## config.mk

```make
export PLATFORM = sky130hd
export DESIGN_NAME = ps2_mouse_packet_cursor_tracker
export DESIGN_NICKNAME = d
export VERILOG_FILES = /design/src/ps2mct_pkg.sv /design/src/ps2mct_framer.sv /design/src/ps2mct_clamp.sv /design/src/ps2mct_tracker.sv /design/src/ps2_mouse_packet_cursor_tracker.sv
export VERILOG_INCLUDE_DIRS = /design/src /design/src/src
export SDC_FILE = /design/constraint.sdc
export NUM_CORES = 1
export LEC_CHECK = 0
export BUFFER_PORTS_ARGS = -buffer_cell sky130_fd_sc_hd__buf_4
export CAP_MARGIN = 20
export CORE_UTILIZATION = 45
export CTS_CLUSTER_DIAMETER = 120
export DETAILED_ROUTE_END_ITERATION = 6
export GPL_ROUTABILITY_DRIVEN = 1
export PLACE_DENSITY = 0.72
export SLEW_MARGIN = 20
export SYNTH_ARGS = -nofsm -noshare
export SYNTH_HDL_FRONTEND = slang
export SYNTH_SLANG_ARGS = --single-unit
```

## constraint.sdc

```tcl
create_clock -name clk -period 9.7 [get_ports clk]
set_clock_uncertainty 0.2 [all_clocks]
set_input_delay 1.94 -clock clk [delete_from_list [all_inputs] [get_ports clk]]
set_output_delay 1.94 -clock clk [all_outputs]
set_load 0.01 [all_outputs]
```

## src/ps2_mouse_packet_cursor_tracker_assert.svh

```systemverilog
// Assertion macros for the PS/2 mouse cursor tracker.
// Used by the top level; needs clk and rst_n in the including scope.
`ifndef PS2_MOUSE_PACKET_CURSOR_TRACKER_ASSERT_SVH
`define PS2_MOUSE_PACKET_CURSOR_TRACKER_ASSERT_SVH

// Same-cycle implication, checked outside reset
`define PS2MCT_ASSERT_NOW(label, ante, cons, msg) \
  label: assert property (@(posedge clk) disable iff (!rst_n) (ante) |-> (cons)) \
    else $error(msg);

// Next-cycle implication, checked outside reset
`define PS2MCT_ASSERT_NEXT(label, ante, cons, msg) \
  label: assert property (@(posedge clk) disable iff (!rst_n) (ante) |=> (cons)) \
    else $error(msg);

`endif

```

## src/ps2mct_pkg.sv

```systemverilog
// Shared types and constants for the PS/2 mouse cursor tracker.
// No dependencies; imported by every module of the block.
package ps2mct_pkg;

  // Configuration register layout
  localparam int SIZE_W     = 13;
  localparam int CFG_DATA_W = 32;
  localparam int CFG_ADDR_W = 3;
  localparam logic [SIZE_W-1:0] WIDTH_RST  = 13'd1024;
  localparam logic [SIZE_W-1:0] HEIGHT_RST = 13'd768;

  // Register index codes (byte address bit 2)
  localparam logic REG_SCREEN_WIDTH  = 1'b0;
  localparam logic REG_SCREEN_HEIGHT = 1'b1;

  localparam logic [7:0] BUTTON_MASK = 8'h07;

  // Byte position inside a three-byte packet
  typedef enum logic [2:0] {
    PH_BTN = 3'b001,
    PH_X   = 3'b010,
    PH_Y   = 3'b100
  } ps2mct_phase_t;

  // Framer to tracker: a packet completes on the current byte
  typedef struct packed {
    logic       done;
    logic [2:0] buttons;
    logic [7:0] dx;
    logic [7:0] dy;
  } ps2mct_pkt_t;

endpackage

```

## src/ps2mct_framer.sv

```systemverilog
// Groups raw mouse bytes into three-byte packets with a phase counter.
// Depends on ps2mct_pkg.
module ps2mct_framer
  import ps2mct_pkg::*;
(
  input  logic        clk,
  input  logic        rst_n,
  input  logic        fire,
  input  logic [7:0]  data_byte,
  output ps2mct_pkt_t pkt
);

  ps2mct_phase_t phase_r, phase_nxt;
  logic [7:0]    first_r, first_nxt;
  logic [7:0]    second_r, second_nxt;

  // Phase step; the byte is stored by its position
  always_comb begin
    phase_nxt  = phase_r;
    first_nxt  = first_r;
    second_nxt = second_r;
    if (fire) begin
      case (phase_r)
        PH_X: begin
          second_nxt = data_byte;
          phase_nxt  = PH_Y;
        end
        PH_Y: begin
          phase_nxt = PH_BTN;
        end
        default: begin
          first_nxt = data_byte;
          phase_nxt = PH_X;
        end
      endcase
    end
  end

  always_ff @(posedge clk) begin
    if (!rst_n) begin
      phase_r  <= PH_BTN;
      first_r  <= '0;
      second_r <= '0;
    end else begin
      phase_r  <= phase_nxt;
      first_r  <= first_nxt;
      second_r <= second_nxt;
    end
  end

  // Current byte closes the packet when it is the Y byte
  assign pkt.done    = (phase_r == PH_Y);
  assign pkt.buttons = 3'(first_r & BUTTON_MASK);
  assign pkt.dx      = second_r;
  assign pkt.dy      = data_byte;

endmodule

```

## src/ps2mct_clamp.sv

```systemverilog
// One cursor axis: adds a signed delta and clamps to [0, size-1] (size 0 as 1, capped at 2^COORD_BITS).
// Depends on ps2mct_pkg for the size register width.
module ps2mct_clamp
  import ps2mct_pkg::*;
#(
  parameter int COORD_BITS = 12
) (
  input  logic [COORD_BITS-1:0] pos,
  input  logic signed [8:0]     delta,
  input  logic [SIZE_W-1:0]     size,
  output logic [COORD_BITS-1:0] new_pos
);

  localparam int SUM_W = COORD_BITS + 2;
  localparam int LIM_W = ((COORD_BITS > SIZE_W) ? COORD_BITS : SIZE_W) + 1;

  logic signed [SUM_W-1:0] sum;
  logic [LIM_W-1:0]        size_ext;
  logic [LIM_W-1:0]        span;
  logic [LIM_W-1:0]        eff;
  logic [COORD_BITS-1:0]   max_pos;

  // Effective size: zero acts as one, oversize acts as full span
  always_comb begin
    size_ext = LIM_W'(size);
    span     = LIM_W'(1) << COORD_BITS;
    if (size_ext == '0) begin
      eff = LIM_W'(1);
    end else if (size_ext > span) begin
      eff = span;
    end else begin
      eff = size_ext;
    end
    max_pos = COORD_BITS'(eff - LIM_W'(1));
  end

  // Signed add then clamp
  always_comb begin
    sum = $signed({2'b00, pos}) + $signed({{(SUM_W-9){delta[8]}}, delta});
    if (sum[SUM_W-1]) begin
      new_pos = '0;
    end else if ($unsigned(sum) > SUM_W'(max_pos)) begin
      new_pos = max_pos;
    end else begin
      new_pos = COORD_BITS'($unsigned(sum));
    end
  end

endmodule

```

## src/ps2mct_tracker.sv

```systemverilog
// Cursor position registers updated by each completed packet.
// Depends on ps2mct_pkg and ps2mct_clamp.
module ps2mct_tracker
  import ps2mct_pkg::*;
#(
  parameter int COORD_BITS = 12
) (
  input  logic                  clk,
  input  logic                  rst_n,
  input  logic                  load,
  input  ps2mct_pkt_t           pkt,
  input  logic [SIZE_W-1:0]     screen_width,
  input  logic [SIZE_W-1:0]     screen_height,
  output logic [COORD_BITS-1:0] next_x,
  output logic [COORD_BITS-1:0] next_y
);

  logic [COORD_BITS-1:0] pos_x_r;
  logic [COORD_BITS-1:0] pos_y_r;
  logic signed [8:0]     dx_ext;
  logic signed [8:0]     dy_neg;

  // X as received; Y negated in 9 bits so -128 becomes +128
  assign dx_ext = $signed({pkt.dx[7], pkt.dx});
  assign dy_neg = -$signed({pkt.dy[7], pkt.dy});

  ps2mct_clamp #(.COORD_BITS(COORD_BITS)) u_clamp_x (
    .pos     (pos_x_r),
    .delta   (dx_ext),
    .size    (screen_width),
    .new_pos (next_x)
  );

  ps2mct_clamp #(.COORD_BITS(COORD_BITS)) u_clamp_y (
    .pos     (pos_y_r),
    .delta   (dy_neg),
    .size    (screen_height),
    .new_pos (next_y)
  );

  always_ff @(posedge clk) begin
    if (!rst_n) begin
      pos_x_r <= '0;
      pos_y_r <= '0;
    end else if (load) begin
      pos_x_r <= next_x;
      pos_y_r <= next_y;
    end
  end

endmodule

```

## src/ps2_mouse_packet_cursor_tracker.sv

```systemverilog
// Channel | Dir | Contents
// in_     | in  | tdata[7:0] data_byte
// out_    | out | tdata: cursor_x, cursor_y, buttons, zero pad
// cfg_    | in  | APB, 0x0 screen_width, 0x4 screen_height
//
// One byte is taken per cycle while in_tready is high; each byte passes
// through the input register, and the third byte of a packet then loads the
// result register, which drives out_tvalid.
// Reset: phase returns to the button byte, stored bytes and cursor clear to zero; sizes go to 1024x768.
// in_tready drops only while a packet-closing byte waits on a full result
// register that is not being taken.
//
// Top level of the PS/2 mouse cursor tracker.
// Depends on ps2mct_pkg, ps2mct_framer, ps2mct_tracker and the assert header.
`include "ps2_mouse_packet_cursor_tracker_assert.svh"

module ps2_mouse_packet_cursor_tracker
  import ps2mct_pkg::*;
#(
  parameter int COORD_BITS = 12
) (
  input  logic                      clk,
  input  logic                      rst_n,
  // input stream
  input  logic                      in_tvalid,
  output logic                      in_tready,
  input  logic [7:0]                in_tdata,   // [7:0] data_byte
  // result stream
  output logic                      out_tvalid,
  input  logic                      out_tready,
  // cursor_x, cursor_y (COORD_BITS each), buttons (3), zeros to a byte
  output logic [((2*COORD_BITS+3+7)/8)*8-1:0] out_tdata,
  // configuration
  input  logic                      cfg_psel,
  input  logic                      cfg_penable,
  input  logic                      cfg_pwrite,
  input  logic [CFG_ADDR_W-1:0]     cfg_paddr,
  input  logic [CFG_DATA_W-1:0]     cfg_pwdata,
  output logic [CFG_DATA_W-1:0]     cfg_prdata,
  output logic                      cfg_pready
);

  localparam int OUT_W = ((2*COORD_BITS+3+7)/8)*8;
  localparam int PAD_W = OUT_W - (2*COORD_BITS+3);

  logic [SIZE_W-1:0]     width_r;
  logic [SIZE_W-1:0]     height_r;
  logic                  cfg_wr;

  logic                  s1_valid_r;
  logic [7:0]            s1_byte_r;
  logic                  s1_go;
  logic                  in_fire;
  logic                  out_load;

  ps2mct_pkt_t           pkt;
  logic [COORD_BITS-1:0] next_x;
  logic [COORD_BITS-1:0] next_y;

  logic                  out_valid_r;
  logic [COORD_BITS-1:0] out_x_r;
  logic [COORD_BITS-1:0] out_y_r;
  logic [2:0]            out_btn_r;

  // Configuration registers
  assign cfg_pready = 1'b1;
  assign cfg_wr     = cfg_psel && cfg_penable && cfg_pwrite && cfg_pready;

  always_ff @(posedge clk) begin
    if (!rst_n) begin
      width_r  <= WIDTH_RST;
      height_r <= HEIGHT_RST;
    end else if (cfg_wr) begin
      case (cfg_paddr[2])
        REG_SCREEN_WIDTH:  width_r  <= cfg_pwdata[SIZE_W-1:0];
        REG_SCREEN_HEIGHT: height_r <= cfg_pwdata[SIZE_W-1:0];
        default: ;
      endcase
    end
  end

  always_comb begin
    case (cfg_paddr[2])
      REG_SCREEN_WIDTH:  cfg_prdata = CFG_DATA_W'(width_r);
      REG_SCREEN_HEIGHT: cfg_prdata = CFG_DATA_W'(height_r);
      default:           cfg_prdata = '0;
    endcase
  end

  // Input register; a held word advances unless it closes a packet into a
  // full, stalled result register
  assign s1_go     = s1_valid_r && (!pkt.done || !out_valid_r || out_tready);
  assign in_tready = !s1_valid_r || s1_go;
  assign in_fire   = in_tvalid && in_tready;
  assign out_load  = s1_go && pkt.done;

  always_ff @(posedge clk) begin
    if (!rst_n) begin
      s1_valid_r <= 1'b0;
    end else if (in_tready) begin
      s1_valid_r <= in_tvalid;
    end
  end

  always_ff @(posedge clk) begin
    if (in_fire) begin
      s1_byte_r <= in_tdata;
    end
  end

  ps2mct_framer u_framer (
    .clk       (clk),
    .rst_n     (rst_n),
    .fire      (s1_go),
    .data_byte (s1_byte_r),
    .pkt       (pkt)
  );

  ps2mct_tracker #(.COORD_BITS(COORD_BITS)) u_tracker (
    .clk           (clk),
    .rst_n         (rst_n),
    .load          (out_load),
    .pkt           (pkt),
    .screen_width  (width_r),
    .screen_height (height_r),
    .next_x        (next_x),
    .next_y        (next_y)
  );

  // Result register
  always_ff @(posedge clk) begin
    if (!rst_n) begin
      out_valid_r <= 1'b0;
    end else if (out_load) begin
      out_valid_r <= 1'b1;
    end else if (out_tready) begin
      out_valid_r <= 1'b0;
    end
  end

  always_ff @(posedge clk) begin
    if (out_load) begin
      out_x_r   <= next_x;
      out_y_r   <= next_y;
      out_btn_r <= pkt.buttons;
    end
  end

  assign out_tvalid = out_valid_r;
  assign out_tdata  = {{PAD_W{1'b0}}, out_btn_r, out_y_r, out_x_r};

  // Checks
  `PS2MCT_ASSERT_NOW(a_stall_cause, !in_tready, s1_valid_r && out_valid_r && !out_tready, "input stalled without a blocked result")
  `PS2MCT_ASSERT_NEXT(a_result_loaded, out_load, out_valid_r, "closed packet did not produce a result")
  `PS2MCT_ASSERT_NEXT(a_s1_hold, s1_valid_r && !s1_go, s1_valid_r && $stable(s1_byte_r), "held input word lost or changed")

endmodule

```

==> results.md <==
- Status: finished, final reports clean
- Synth-to-layout area growth: 11.5%
- Most frequent cells in the layout: 99 x nand2_1, 72 x buf_4, 66 x dfxtp_1
- CP max stage delay: between 0.6 and 0.7 ns
- Slew @ Worst Pin: between 0.9 and 1 ns
- Int Power: between 0.7 and 0.8 mW
- Achievable frequency: 0.190 GHz
- Antenna violations before repair: 0
- Mapped Area: 6910 um2
- GRT Residual Overflow: 0
- Die H: 126 um
- Vias per inst: 5.75
- CP startpoint kind: flip-flop
- Post-layout total power: just under 1 mW
- Final setup fails: 0
- N_diodes: 0
- Routed Antenna Nets: 0
- Total vias in the final route: 5,969
- Critical Path AT: 5.18 ns
- Die W: 126 um
- Register area share after synthesis: 0.343
- WL/cell: ~16 um
- Combinational share of power: 0.149
- Pin count of the biggest net entering global routing: 45
- Skew-Pair Late Insertion Delay: between 0.3 and 0.4 ns
- Crit Path Max Fanout: 14
- Worst-path clk slew: around 0.07 ns
- Clock Path Buffers: 2
- Reg-to-Reg End: out_x_r[11]$_DFFE_PP_
- Min Tclk post-route: 5.26 ns
- Leak pwr: about 3.2 nW
- Final hold vios: 0
- Layout cells sized above 1: 0.138
- Worst hold endpoint: out_btn_r[0]$_DFFE_PP_
- PortBufs: 70
- Slowest cell on the critical path: nand4_1
- DP HPWL: around 12,000 um
- Worst vdd ir: approximately 100 uV
- Die Area: 15,900 um2
- Sequential Power Share: 0.467
- Clock share of power: 0.384
- Most common cell after layout, fill and taps aside: nand2_1
- Hold path cells: 0
- Final Slew Violations: 0
- Crit Path Category: reg2reg
- Ys async rst share: 0
- Hold buffer count at cts: 0
- Setup TNS Final: 0 ns
- DRC viols: 0
- Top delay family on crit path: simple AND/OR/NAND/NOR gates
- Crit path cell chain: or3_1 -> nor3_1 -> a21o_1 -> nand2_1 -> ha_1 -> o21ai_0 -> o21bai_1 -> o21ai_0 -> o21ai_0 -> inv_1 -> ha_1 -> and3_4 -> a221o_1 -> o41ai_1 -> nand4_1 -> and3_1 -> nor3_1
- IO Pins: 117
- Sw power: 0.265 mW
- Slew HR: 0.389
- Setup Buffers After CTS: 0
- Resized cells post-CTS: 0
- Worst hold path type: reg2reg
- Placer Congestion: 0.848
- Num rows: 44
- Total GRT Usage: 0.217
- Vias in the first global route: 5,272
- Placeable Area: 14,800 um2
- Register bit total from synthesis: 101
- TritonCTS clock tree: done
- # H-tree levels: 3
- Synth Area per Inst: 8.60 um2
- RSZ-0062 raised after global routing: no
- Initial core utilization: 0.469
- CP most frequent cell: o21ai_0
- CTS Sinks: 101
- Initial DRC count: 391
- HP Start: u_framer.first_r[0]$_SDFFE_PN0P_
- R2r worst-path depth: 17
- Top flip-flop cell by instance count after synthesis: dfxtp_1
- Worst path bufs/invs: 1
- First-pass iteration count of the detailed router: 5
- CP required: 9.63 ns
- Critical Path End Type: flip-flop
- Distinct cell type count after synthesis: 75
- Switching Share: 0.272
- Number of synthesis warnings: 0
- Nets: 953
- Total CTS buffers: 9
- FF-to-FF setup slack: 4.44 ns
- P per Cell Area: 126 nW/um2
- Period utilisation layout: 0.542
- Max-Cap Viols: 0
- Total Wirelength: 16,900 um
- R2R Path Start: width_r[7]$_SDFFE_PN0P_
- Post-Syn Instances: 804
- EDFF count, synth: 35
- Clock root buffer: clkbuf_16
- First-pass GRT wire length: 27,200 um
[area by class of cell]
type	count	area, um2
inverters	43	161
clock buffers	12	280
multi-input cells	622	4100
flip-flops and latches	101	2370
repair buffers	72	541
clock inverters	4	27.5
well taps	184	230
fillers	1416	7040
[per-layer routing]
layer	part of all wire	up-vias	GRT usage
met5	0	-	0
met4	0.016	0	0.0602
met3	0.067	23	0.0523
met2	0.43	213	0.330
met1	0.49	2768	0.306
li1	-	2965	-
[synthesized netlist by cell type, types with 6 or more instances]
| cell type | count | area share |
|---|---|---|
| mux2_2 | 14 | 0.023 |
| nor3_1 | 55 | 0.040 |
| clkbuf_1 | 23 | 0.012 |
| dfxtp_1 | 66 | 0.19 |
| a21boi_0 | 31 | 0.034 |
| a21o_1 | 10 | 0.011 |
| nand4_1 | 6 | 0.0054 |
| nand3_1 | 20 | 0.014 |
| o31ai_1 | 20 | 0.022 |
| nor2b_1 | 21 | 0.019 |
| o211ai_1 | 6 | 0.0065 |
| o21ai_0 | 22 | 0.016 |
| ha_1 | 52 | 0.094 |
| mux2i_1 | 9 | 0.013 |
| and3_1 | 10 | 0.0090 |
| a211oi_1 | 9 | 0.0098 |
| and4_1 | 6 | 0.0076 |
| nor2_1 | 43 | 0.023 |
| nand2_1 | 99 | 0.054 |
| inv_1 | 43 | 0.023 |
| xnor2_1 | 15 | 0.019 |
| xor2_1 | 11 | 0.014 |
| a21oi_1 | 46 | 0.033 |
| buf_4 | 28 | 0.030 |
| nand2b_1 | 9 | 0.0081 |
| edfxtp_1 | 35 | 0.15 |
[power groups by stage]
stage	Sequential [mW]	Clock [mW]	Combinational (mW)
after floorplan	0.459	0	0.112
after global placement	0.464	0	0.140
after detailed placement	0.464	0	0.142
after CTS	0.454	0.382	0.143
after global routing	0.456	0.398	0.161
final	0.455	0.374	0.145
[state kept, by name, indices dropped and copies added, names as in the netlist]
| name | count |
|---|---|
| width_r | 13 |
| s1_byte_r | 8 |
| out_y_r | 12 |
| u_framer.phase_r | 3 |
| out_x_r | 12 |
| u_tracker.pos_x_r | 12 |
| out_btn_r | 3 |
| height_r | 13 |
| u_framer.first_r | 3 |
| s1_valid_r | 1 |
| out_tvalid | 1 |
| u_tracker.pos_y_r | 12 |
| u_framer.second_r | 8 |
[kinds of logic (layout without fill, tap and decap cells)]
kind of cell             Yosys count  in the layout  synth area share
AND/OR/NAND/NOR                  293            293             0.206
buffers and inverters            104            131            0.0765
flip-flops                       101            101             0.343
multiplexers                      23             23            0.0358
adder cells (fa/ha/maj)           54             54            0.0999
XOR/XNOR                          26             26            0.0329
other                              2             25           0.00109
AO/OA/AOI/OAI                    201            201             0.205
[per-stage QoR]
stage          cell area (um2)  setup slack (ns)  cells   util  hold slack, ns
6_report                  7710              4.44   1038  0.523           0.240
2_1_floorplan             7000              4.65    827      -           0.208
4_1_cts                   7710              4.49   1038  0.523           0.245
5_1_grt                   7710              4.13   1038  0.523           0.269
3_3_place_gp              7400              4.61   1022  0.502           0.218
3_5_place_dp              7400              4.55   1022  0.502           0.228
[worst max-delay path by stage]
stage                                  startpoint                     to  slack (ns)  depth (start not counted)
after floorplan                      cfg_paddr[2]         cfg_prdata[10]        4.65                          3
after global placement    width_r[7]$_SDFFE_PN0P_  out_x_r[11]$_DFFE_PP_        4.61                         17
after detailed placement  width_r[7]$_SDFFE_PN0P_  out_x_r[11]$_DFFE_PP_        4.55                         17
after CTS                 width_r[7]$_SDFFE_PN0P_  out_x_r[11]$_DFFE_PP_        4.49                         17
after global routing      width_r[7]$_SDFFE_PN0P_  out_x_r[11]$_DFFE_PP_        4.13                         17
final                     width_r[7]$_SDFFE_PN0P_  out_x_r[11]$_DFFE_PP_        4.44                         17
Power figures use the tool's default switching activity.
